$ cat src/hw/rtl/leb_pkg.sv
`default_nettype none
package leb_pkg;

  localparam int CAPACITY = 32;
  localparam int ADDR_W   = (CAPACITY > 1) ? $clog2(CAPACITY) : 1;
  localparam int CNT_W    = $clog2(CAPACITY + 1);
  localparam int CHAR_W   = 8;
  localparam int TEXT_W   = 7;

  localparam logic [CHAR_W-1:0] PRINT_LO = 8'd32;
  localparam logic [CHAR_W-1:0] PRINT_HI = 8'd126;

  localparam logic [2:0] OP_HOME  = 3'd0;
  localparam logic [2:0] OP_END   = 3'd1;
  localparam logic [2:0] OP_LEFT  = 3'd2;
  localparam logic [2:0] OP_RIGHT = 3'd3;
  localparam logic [2:0] OP_TYPE  = 3'd4;
  localparam logic [2:0] OP_ERASE = 3'd5;
  localparam logic [2:0] OP_PRINT = 3'd6;
  localparam logic [2:0] OP_NONE  = 3'd7;

  typedef struct packed {
    logic              wr_en;
    logic [ADDR_W-1:0] wr_addr;
    logic [TEXT_W-1:0] wr_data;
    logic              rd_en;
    logic [ADDR_W-1:0] rd_addr;
  } mem_req_t;

  typedef struct packed {
    logic [CHAR_W-1:0] char_out;
    logic              char_valid;
    logic              accepted;
    logic              last;
  } res_t;

  typedef struct packed {
    logic [CNT_W-1:0] len;
    logic [CNT_W-1:0] cur;
    logic             idle;
  } status_t;

endpackage
`default_nettype wire

$ cat src/hw/rtl/line_edit_buffer.sv
`default_nettype none
// One-line text buffer with a cursor, driven by key events on the input
// channel (in_valid / in_stall, fields op and char_in). Results leave on the
// output channel (out_valid / out_stall) as words of char_out, char_valid,
// accepted and last; last marks the final word of one event.
// Home, end, left, right, type, erase and unused codes give one word, shown
// in the cycle after the event is taken. An accepted type or erase then
// shifts the stored text one entry per cycle through the single-port-write
// text memory, moving the entries from the cursor to the end of the text,
// and the next event is taken only once the shift is done.
// Print gives one word per stored byte plus one for a nonzero separator;
// each byte is read from the text memory in the read state S_PRRD and
// shown from the emit state S_PREM once the registered read has returned;
// the separator is shown from S_PREM with no read of its own.
// An empty print with no separator gives one word with accepted set.
// Reset clears length and cursor; the text memory is not cleared, since only
// entries below the length are ever read. When the receiver stalls, the
// output word holds and the block stops taking events and printing.
module line_edit_buffer
  import leb_pkg::*;
(
  input  wire logic              clk,
  input  wire logic              rst,
  input  wire logic              in_valid,
  output logic                   in_stall,
  input  wire logic        [2:0] op,
  input  wire logic [CHAR_W-1:0] char_in,
  output logic                   out_valid,
  input  wire logic              out_stall,
  output logic      [CHAR_W-1:0] char_out,
  output logic                   char_valid,
  output logic                   accepted,
  output logic                   last
);

  logic              slot_free;
  logic              emit;
  res_t              res;
  mem_req_t          mem_req;
  logic [TEXT_W-1:0] rd_data;
  status_t           status;

  // output word register can load when empty or being taken this cycle
  assign slot_free = !out_valid || !out_stall;

  leb_seq u_seq (
    .clk       (clk),
    .rst       (rst),
    .in_valid  (in_valid),
    .in_stall  (in_stall),
    .op        (op),
    .char_in   (char_in),
    .slot_free (slot_free),
    .emit      (emit),
    .res       (res),
    .mem_req   (mem_req),
    .rd_data   (rd_data),
    .status    (status)
  );

  leb_mem u_mem (
    .clk     (clk),
    .req     (mem_req),
    .rd_data (rd_data)
  );

  // hold the word while stalled, drop valid once taken
  always_ff @(posedge clk) begin
    if (rst) begin
      out_valid <= 1'b0;
    end else if (emit) begin
      out_valid <= 1'b1;
    end else if (!out_stall) begin
      out_valid <= 1'b0;
    end
  end

  always_ff @(posedge clk) begin
    if (emit) begin
      char_out   <= res.char_out;
      char_valid <= res.char_valid;
      accepted   <= res.accepted;
      last       <= res.last;
    end
  end

  a_cursor_in_text: assert property (@(posedge clk) disable iff (rst)
    status.cur <= status.len)
    else $error("cursor beyond text length");

  a_len_in_range: assert property (@(posedge clk) disable iff (rst)
    status.len <= CNT_W'(CAPACITY))
    else $error("text length beyond capacity");

  a_no_take_when_full: assert property (@(posedge clk) disable iff (rst)
    (out_valid && out_stall) |-> in_stall)
    else $error("event taken while output word is stalled");

  a_byte_is_accepted: assert property (@(posedge clk) disable iff (rst)
    (out_valid && char_valid) |-> accepted)
    else $error("printed word without accepted flag");

endmodule
`default_nettype wire

$ cat src/hw/rtl/leb_mem.sv
`default_nettype none
module leb_mem
  import leb_pkg::*;
(
  input  wire logic              clk,
  input  wire mem_req_t          req,
  output logic      [TEXT_W-1:0] rd_data
);

  logic [TEXT_W-1:0] mem [CAPACITY];

  always_ff @(posedge clk) begin
    if (req.wr_en) begin
      mem[req.wr_addr] <= req.wr_data;
    end
  end

  // registered read, data holds until the next read
  always_ff @(posedge clk) begin
    if (req.rd_en) begin
      rd_data <= mem[req.rd_addr];
    end
  end

endmodule
`default_nettype wire

$ cat src/hw/rtl/leb_seq.sv
`default_nettype none
module leb_seq
  import leb_pkg::*;
(
  input  wire logic              clk,
  input  wire logic              rst,
  input  wire logic              in_valid,
  output logic                   in_stall,
  input  wire logic        [2:0] op,
  input  wire logic [CHAR_W-1:0] char_in,
  input  wire logic              slot_free,
  output logic                   emit,
  output res_t                   res,
  output mem_req_t               mem_req,
  input  wire logic [TEXT_W-1:0] rd_data,
  output status_t                status
);

  typedef enum logic [4:0] {
    S_IDLE = 5'b00001,
    S_SHUP = 5'b00010,
    S_SHDN = 5'b00100,
    S_PRRD = 5'b01000,
    S_PREM = 5'b10000
  } state_t;

  state_t            state, state_next;
  logic [CNT_W-1:0]  len, len_next;
  logic [CNT_W-1:0]  cur, cur_next;
  logic [CNT_W-1:0]  idx, idx_next;
  logic              pend, pend_next;
  logic [ADDR_W-1:0] waddr, waddr_next;
  logic [CHAR_W-1:0] sep, sep_next;
  logic              sep_done, sep_done_next;
  logic [TEXT_W-1:0] tch, tch_next;

  logic accept;
  logic type_ok;
  logic sep_here;
  logic sep_after;
  logic byte_last;

  assign in_stall = !((state == S_IDLE) && slot_free);
  assign accept   = in_valid && !in_stall;
  assign type_ok  = (char_in >= PRINT_LO) && (char_in <= PRINT_HI) &&
                    (len < CNT_W'(CAPACITY));
  assign sep_here  = (sep != '0) && !sep_done && (idx == cur);
  assign sep_after = (sep != '0) && (cur == len);
  assign byte_last = (CNT_W'(idx + 1'b1) == len) && !sep_after;

  assign status.len  = len;
  assign status.cur  = cur;
  assign status.idle = (state == S_IDLE);

  always_comb begin
    state_next    = state;
    len_next      = len;
    cur_next      = cur;
    idx_next      = idx;
    pend_next     = pend;
    waddr_next    = waddr;
    sep_next      = sep;
    sep_done_next = sep_done;
    tch_next      = tch;
    emit          = 1'b0;
    res           = '0;
    mem_req       = '0;

    case (state)
      S_IDLE: begin
        if (accept) begin
          emit     = 1'b1;
          res.last = 1'b1;
          case (op)
            OP_HOME: begin
              cur_next     = '0;
              res.accepted = 1'b1;
            end
            OP_END: begin
              cur_next     = len;
              res.accepted = 1'b1;
            end
            OP_LEFT: begin
              if (cur != '0) begin
                cur_next = cur - 1'b1;
              end
              res.accepted = 1'b1;
            end
            OP_RIGHT: begin
              if (cur < len) begin
                cur_next = cur + 1'b1;
              end
              res.accepted = 1'b1;
            end
            OP_TYPE: begin
              res.accepted = type_ok;
              if (type_ok) begin
                idx_next   = len;
                pend_next  = 1'b0;
                tch_next   = char_in[TEXT_W-1:0];
                state_next = S_SHUP;
              end
            end
            OP_ERASE: begin
              res.accepted = (cur != '0);
              if (cur != '0) begin
                idx_next   = cur;
                pend_next  = 1'b0;
                state_next = S_SHDN;
              end
            end
            OP_PRINT: begin
              res.accepted = 1'b1;
              if ((len != '0) || (char_in != '0)) begin
                // streamed from the print states instead
                emit          = 1'b0;
                sep_next      = char_in;
                sep_done_next = 1'b0;
                idx_next      = '0;
                state_next    = S_PRRD;
              end
            end
            default: begin
              res.accepted = 1'b0;
            end
          endcase
        end
      end

      // move entries up one slot, top first; read and write overlap
      S_SHUP: begin
        if (pend) begin
          mem_req.wr_en   = 1'b1;
          mem_req.wr_addr = waddr;
          mem_req.wr_data = rd_data;
        end
        if (idx > cur) begin
          mem_req.rd_en   = 1'b1;
          mem_req.rd_addr = ADDR_W'(idx - 1'b1);
          waddr_next      = ADDR_W'(idx);
          pend_next       = 1'b1;
          idx_next        = idx - 1'b1;
        end else if (pend) begin
          pend_next = 1'b0;
        end else begin
          mem_req.wr_en   = 1'b1;
          mem_req.wr_addr = ADDR_W'(cur);
          mem_req.wr_data = tch;
          len_next        = len + 1'b1;
          cur_next        = cur + 1'b1;
          state_next      = S_IDLE;
        end
      end

      // move entries down one slot, bottom first
      S_SHDN: begin
        if (pend) begin
          mem_req.wr_en   = 1'b1;
          mem_req.wr_addr = waddr;
          mem_req.wr_data = rd_data;
        end
        if (idx < len) begin
          mem_req.rd_en   = 1'b1;
          mem_req.rd_addr = ADDR_W'(idx);
          waddr_next      = ADDR_W'(idx - 1'b1);
          pend_next       = 1'b1;
          idx_next        = idx + 1'b1;
        end else if (pend) begin
          pend_next = 1'b0;
        end else begin
          len_next   = len - 1'b1;
          cur_next   = cur - 1'b1;
          state_next = S_IDLE;
        end
      end

      S_PRRD: begin
        if (idx < len) begin
          mem_req.rd_en   = 1'b1;
          mem_req.rd_addr = ADDR_W'(idx);
        end
        state_next = S_PREM;
      end

      S_PREM: begin
        if (slot_free) begin
          emit           = 1'b1;
          res.char_valid = 1'b1;
          res.accepted   = 1'b1;
          if (sep_here) begin
            res.char_out  = sep;
            res.last      = (idx == len);
            sep_done_next = 1'b1;
            if (idx == len) begin
              state_next = S_IDLE;
            end
          end else begin
            res.char_out = {1'b0, rd_data};
            res.last     = byte_last;
            idx_next     = idx + 1'b1;
            state_next   = byte_last ? S_IDLE : S_PRRD;
          end
        end
      end

      default: begin
        state_next = S_IDLE;
      end
    endcase
  end

  always_ff @(posedge clk) begin
    if (rst) begin
      state    <= S_IDLE;
      len      <= '0;
      cur      <= '0;
      pend     <= 1'b0;
      sep_done <= 1'b0;
    end else begin
      state    <= state_next;
      len      <= len_next;
      cur      <= cur_next;
      pend     <= pend_next;
      sep_done <= sep_done_next;
    end
  end

  always_ff @(posedge clk) begin
    idx   <= idx_next;
    waddr <= waddr_next;
    sep   <= sep_next;
    tch   <= tch_next;
  end

endmodule
`default_nettype wire

$ cat config.mk
export PLATFORM = sky130hd
export DESIGN_NAME = line_edit_buffer
export DESIGN_NICKNAME = d
export VERILOG_FILES = /design/src/hw/rtl/leb_pkg.sv /design/src/hw/rtl/line_edit_buffer.sv /design/src/hw/rtl/leb_mem.sv /design/src/hw/rtl/leb_seq.sv
export SDC_FILE = /design/constraint.sdc
export NUM_CORES = 1
export LEC_CHECK = 0
export BUFFER_PORTS_ARGS = -buffer_cell sky130_fd_sc_hd__buf_2
export CAP_MARGIN = 20
export CORE_ASPECT_RATIO = 0.5
export CORE_MARGIN = 2
export CORE_UTILIZATION = 48
export CTS_CLUSTER_DIAMETER = 40
export DETAILED_ROUTE_END_ITERATION = 12
export RECOVER_POWER = 100
export SLEW_MARGIN = 20
export SYNTH_ARGS = -nofsm -noshare
export SYNTH_HDL_FRONTEND = slang
export SYNTH_SLANG_ARGS = --single-unit
export TNS_END_PERCENT = 20
$ cat constraint.sdc
create_clock -name clk -period 4 [get_ports clk]
set_clock_uncertainty 0.1 [all_clocks]
set_input_delay 0.6 -clock clk [delete_from_list [all_inputs] [get_ports clk]]
set_output_delay 0.6 -clock clk [all_outputs]
set_load 0.02 [all_outputs]
==> reports/metrics.yaml, run 1 <==
outcome: "complete, no violations"
cp-start-kind: "flop"
initial_core_util_pct: 49.3
drive_above_1_share_pct: 10.3
vias: 9710
end_kind: "flop"
portBuffers: 27
antenna_found_initial: 0
worst_pin_slew_ps: 942
fin_nets: 1226
avgSynthCellArea_um2: 12.5
dp.cells: 1533
grt_pass1_vias: 9488
synth-async-reset-ratio_pct: 0
worstSetupPathType: "flop to flop"
crit_required_ps: 4200
critPathLaunch: "u_seq.cur[1]$_SDFFE_PP0P_"
leakagePower_uw: 0.00491
final_cell_mix: "edfxtp_1 (268), nand2_1 (104), mux2i_1 (92)"
register_area_mm2: 0.00845
num_io_pins: 28
dieArea_mm2: 0.0302
synth_edf_count: 268
layout_setup_ws_ps: 158
grt.overflow.total: 0
finalNonFillerCells: 1590
multi_input_area_mm2: 0.00483
fin_hold_ws_ps: 164
dr.first_iter.drc_count: 1239
fillerInstances: 2396
setup_violations: 0
synth_warnings: 0
crit_fanout: 9
fin_crit_sh_pct: 96.1
syn-cell-area_mm2: 0.0138
route.antenna.remaining_nets: 0
synthToLayoutAreaGrowth_pct: 13.2
arrival_ps: 4040
timing.setup.tns_ps: 0
wl_per_cell_um: 23.6
r2r-start: "u_seq.cur[1]$_SDFFE_PP0P_"
clk_pin_slew_ps: 60
synth.distinct_cells: 77
grt_usage_pct: 25.5
final_util_pct: 55.8
grt_pass1_wl_mm: 57.7
vias_per_cell: 6.11
max-slew-margin-rel_pct: 36.6
maxCapViolations: 0
peakVddDrop_uv: 324
min_from: "char_in[7]"
syn_nets: 1145
yosysSeqAreaShare_pct: 61.3
drcViolationCount: 0
grt_max_degree: 42
min_path_type: "input pin to flop"
numCtsBuffers: 31
pwr_density_cell_mw_per_mm2: 528
clock_insertion_delay_worst_skew_ps: 580
diodes: 0
layout_min_cycle_time_ps: 3840
routed_wl_mm: 37.6
cts_root_buf: "clkbuf_16"
clock_sinks: 288
place_congestion: 0.937
rsz0062_at_grt: "false"
dpl.hpwl_mm: 25.3
ys_ff_latch: 288
post-place-ws_ps: 264
fmaxAchievable_mhz: 260
maxSlewViolCount: 0
dieHeight_um: 124
cts_tree: "built"
dr.pass1.iters: 6
hold_viol: 0
core_mm2: 0.0280
ctsLongestPathBuffers: 3
htree_levels: 1
ys_dominant_reg_cell: "edfxtp_1"
synth_cells: 1103
layout_commonest_cell: "edfxtp_1"
fp.dieW_um: 244
rows: 43
## per-stage QoR
step	power, uW	cell area, um2
final	8250	15600
after global routing	8600	15600
after CTS	8300	15800
after detailed placement	5430	14800
after global placement	5400	14800
after floorplan	4820	13800
## cells by family (layout without fill, tap and decap cells)
logic type / after synthesis / after routing / share of synthesized area, %
compound gates: 254 / 254 / 13.8
xor+xnor: 23 / 23 / 1.46
fa+ha+maj: 27 / 27 / 2.50
buf+inv: 120 / 225 / 3.89
flops: 288 / 288 / 61.3
mux: 92 / 92 / 6.68
simple gates: 299 / 299 / 10.4
## sequential cells by signal, indices dropped and copies added, names as in the netlist, 6 cells and up
name,cells
u_mem.mem,224
char_out,8
u_seq.sep,8
u_mem.rd_data,7
u_seq.tch,7
u_seq.cur,6
u_seq.idx,6
u_seq.len,6
## final cells by class
class,count,share of cell area (%)
sequential,288,54.1
multi-input combinational,695,30.9
clock buffer,36,5.15
timing repair buffer,112,4.02
tap,382,3.06
clock inverter,21,1.39
inverter,56,1.35
## Yosys cell counts, drive strengths merged, types with 2 or more instances
cell type / number / share of area [%]
edfxtp: 268 / 58
nand2: 104 / 2.8
mux2i: 92 / 6.7
nor2: 74 / 2.0
inv: 55 / 1.5
nand3: 44 / 1.7
a21oi: 42 / 1.5
a211oi: 41 / 2.4
clkbuf: 39 / 1.1
a2111oi: 32 / 2.2
ha: 26 / 2.4
buf: 25 / 1.3
o21ai: 21 / 0.76
dfxtp: 20 / 2.9
o22ai: 18 / 0.82
xnor2: 18 / 1.1
nor4: 16 / 0.95
o2111ai: 16 / 1.0
nor3: 13 / 0.54
a22o: 10 / 0.64
a22oi: 8 / 0.44
a221oi: 7 / 0.44
o211ai: 7 / 0.38
and2: 6 / 0.27
nand2b: 6 / 0.27
nand4: 6 / 0.27
o31ai: 6 / 0.33
a21o: 5 / 0.27
a31oi: 5 / 0.27
a32oi: 5 / 0.32
nor2b: 5 / 0.23
nor3b: 5 / 0.27
o21a: 5 / 0.27
or3: 5 / 0.26
xor2: 5 / 0.32
and3: 4 / 0.18
a211o: 3 / 0.20
a31o: 3 / 0.19
o21bai: 3 / 0.16
or4: 3 / 0.16
a311oi: 2 / 0.13
nand3b: 2 / 0.11
o221ai: 2 / 0.13
o22a: 2 / 0.13
o31a: 2 / 0.13
## power by group
| part | internal (uW) | switching [uW] | total [uW] |
|---|---|---|---|
| clock network | 1650 | 1230 | 2880 |
| logic | 603 | 1240 | 1850 |
| registers | 3420 | 104 | 3520 |
## worst max-delay path: stages (launching register included)
cell and delay [ps]:
dfxtp_1 500, inv_1 120, ha_1 320, nor2b_1 140, o21a_1 190, o31a_1 360, a31oi_1 380, a31o_1 390
nand3_1 420, o22ai_1 540, nor4_2 90
## per-layer routing
metal	global-route usage, %	vias up	routed length, um
li1	-	4448	-
met1	36.7	4806	17300
met2	40.0	400	16600
met3	5.11	56	2760
met4	6.29	0	846
met5	0	-	0
## final timing paths
check,to,slack [ps],depth (start not counted)
worst max-delay path,u_mem.rd_data[0]$_DFFE_PP_,160,10
worst min-delay path,u_seq.sep[7]$_DFFE_PP_,160,1
worst max register to register,u_mem.rd_data[0]$_DFFE_PP_,160,10
worst min register to register,u_seq.pend$_SDFFE_PP0P_,460,2
## timing repair
| item | in CTS | in global routing |
|---|---|---|
| gates resized for setup | 0 | 1 |
| endpoints found under the hold margin | 0 | 0 |
| setup buffers | 0 | 0 |
| hold buffers | 0 | 0 |
| endpoints found under the setup margin | 0 | 1 |
(Power assumes the default switching activity.)
==> inputs of run 2 (changes only) <==
Clock period 4 ns to 4.9 ns, I/O delays scaled along.
==> reports/metrics.yaml, run 2 (synthesis results as in run 1) <==
portBuffers: 27  # unchanged
fp.dieW_um: 244  # unchanged
numCtsBuffers: 30  # was 31
use_met3_pct: 4.29  # was 5.11%
crit_required_ps: 4990  # was 4200 ps
end_kind: "flop"  # unchanged
fin_nets: 1171  # was 1226
hold_viol: 0  # unchanged
leakagePower_uw: 0.00475  # was 0.00491 uW
largest_reg_flops: 224  # unchanged
setup_violations: 0  # unchanged
rows: 43  # unchanged
r2r_slack_ps: 540  # was 160 ps
crit_slowest_cell: "nor2_1"  # was o22ai_1
clk_pin_slew_ps: 60  # about the same
crit_family: "simple AND/OR/NAND/NOR gates"  # was compound AO/OA/AOI/OAI gates
worst_pin_slew_ps: 1810  # was 942 ps
layout_min_cycle_time_ps: 4360  # was 3840 ps
grt_max_degree: 51  # was 42
grt_usage_pct: 24.9  # was 25.5%
clock_sinks: 288  # unchanged
htree_levels: 1  # unchanged
arrival_ps: 4450  # was 4040 ps
cp-start-kind: "flop"  # unchanged
dr.pass1.iters: 5  # was 6
outcome: "finished with violations"  # was complete, no violations
path_cells: "clkbuf_1 -> inv_1 -> ha_1 -> nand3_1 -> o31a_1 -> nor3_1 -> clkbuf_2 -> a22oi_1 -> nand2_1 -> nor2_1"  # was inv_1 -> ha_1 -> nor2b_1 -> o21a_1 -> o31a_1 -> a31oi_1 -> a31o_1 -> nand3_1 -> o22ai_1 -> nor4_2
cts_setup_buffers: 0  # unchanged
maxCapViolations: 1  # was 0
ctsLongestPathBuffers: 3  # unchanged
route.antenna.remaining_nets: 0  # unchanged
synthToLayoutAreaGrowth_pct: 11.2  # was 13.2%
post-place-ws_ps: 765  # was 264 ps
fin_crit_sh_pct: 89.0  # was 96.1%
initial_core_util_pct: 49.3  # unchanged
worstSetupPathType: "flop to flop"  # unchanged
grt.overflow.total: 0  # unchanged
maxSlewViolCount: 8  # was 0
max-slew-margin-rel_pct: -21.9  # was 36.6%
drive_above_1_share_pct: 9.11  # was 10.3%
cts_root_buf: "clkbuf_16"  # unchanged
fillerInstances: 2331  # was 2396
cts_resized: 0  # unchanged
timing.setup.tns_ps: 0  # unchanged
register_area_mm2: 0.00845  # unchanged
core_mm2: 0.0280  # unchanged
violations: "max-capacitance violations, max-slew violations"
peakVddDrop_uv: 281  # was 324 uV
crit_fanout: 16  # was 9
dieHeight_um: 124  # unchanged
drcViolationCount: 0  # unchanged
largest-register: "u_mem.mem"  # unchanged
hold_buffers: 0  # unchanged
cts_tree: "built"  # unchanged
layout_setup_ws_ps: 541  # was 158 ps
dr.first_iter.drc_count: 996  # was 1239
layout_commonest_cell: "edfxtp_1"  # unchanged
min_path_type: "input pin to flop"  # unchanged
pwr_density_cell_mw_per_mm2: 441  # was 528 mW/mm2
rsz0062_at_grt: "false"  # unchanged
dpl.hpwl_mm: 25.1  # was 25.3 mm
routed_wl_mm: 37.4  # was 37.6 mm
grt_pass1_vias: 9022  # was 9488
vias_per_cell: 6.24  # was 6.11
cp_num_buf_inv: 3  # was 1
grt_pass1_wl_mm: 56.4  # was 57.7 mm
use_met1_pct: 36.3  # was 36.7%
clock_insertion_delay_worst_skew_ps: 580  # about the same
top_regs: "u_mem.mem x224, char_out x8, u_seq.sep x8"  # unchanged
global_route.usage.met2_pct: 39.4  # was 40.0%
diodes: 0  # unchanged
place_congestion: 0.934  # was 0.937
grt_busiest_layer: "met2"  # unchanged
antenna_found_initial: 1  # was 0
cp_slowest_stage_delay_ps: 770  # was 540 ps
num_io_pins: 28  # unchanged
multi_input_area_mm2: 0.00482  # was 0.00483 mm2
final_cell_mix: "edfxtp_1 (268), nand2_1 (104), mux2i_1 (92)"  # unchanged
fmaxAchievable_mhz: 229  # was 260 MHz
vias: 9585  # was 9710
dieArea_mm2: 0.0302  # unchanged
wl_per_cell_um: 24.4  # was 23.6 um
-- run 2: area by class of cell --
type                       instances  area share (%)
clock inverter                    25            1.84
inverter                          56            1.37
clock buffer                      31            5.06
multi-input combinational        695            31.5
sequential                       288            55.1
timing repair buffer              58            2.04
tap                              382            3.12
-- run 2: final timing paths --
kind / from / endpoint / cells after the start
min reg2reg: u_seq.pend$_SDFFE_PP0P_ / u_seq.pend$_SDFFE_PP0P_ / 2
max: u_seq.idx[0]$_DFFE_PP_ / u_mem.mem[3][3]$_DFFE_PP_ / 10
max reg2reg: u_seq.idx[0]$_DFFE_PP_ / u_mem.mem[3][3]$_DFFE_PP_ / 10
min: char_in[7] / u_seq.sep[7]$_DFFE_PP_ / 1
-- run 2: per-stage QoR --
step           area [um2]  power (uW)  instances  hold slack [ps]  utilization, %
2_1_floorplan       13800        3940       1103              394               -
3_3_place_gp        14400        4360       1479              466            51.3
3_5_place_dp        14400        4380       1479              452            51.3
4_1_cts             15400        6780       1535              253            55.1
5_1_grt             15300        7010       1535              296            54.8
6_report            15300        6770       1535              301            54.8
-- run 2: metal layers --
layer / share of wire, % / vias to the layer above
met3: 7.6 / 65
met2: 44 / 389
li1: - / 4331
met1: 46 / 4800
met4: 2.1 / 0
met5: 0 / -
-- run 2: worst register-to-register path, cell delays in order, from the launching register on --
cell      delay (ps)
edfxtp_1         330
clkbuf_1         410
inv_1            300
ha_1             350
nand3_1          200
o31a_1           410
nor3_1            90
clkbuf_2         260
a22oi_1          430
nand2_1          320
nor2_1           770
-- run 2: power by group --
part | internal [uW] | switching, uW | total [uW]
logic | 463 | 936 | 1400
clock network | 1390 | 1040 | 2430
registers | 2790 | 152 | 2940
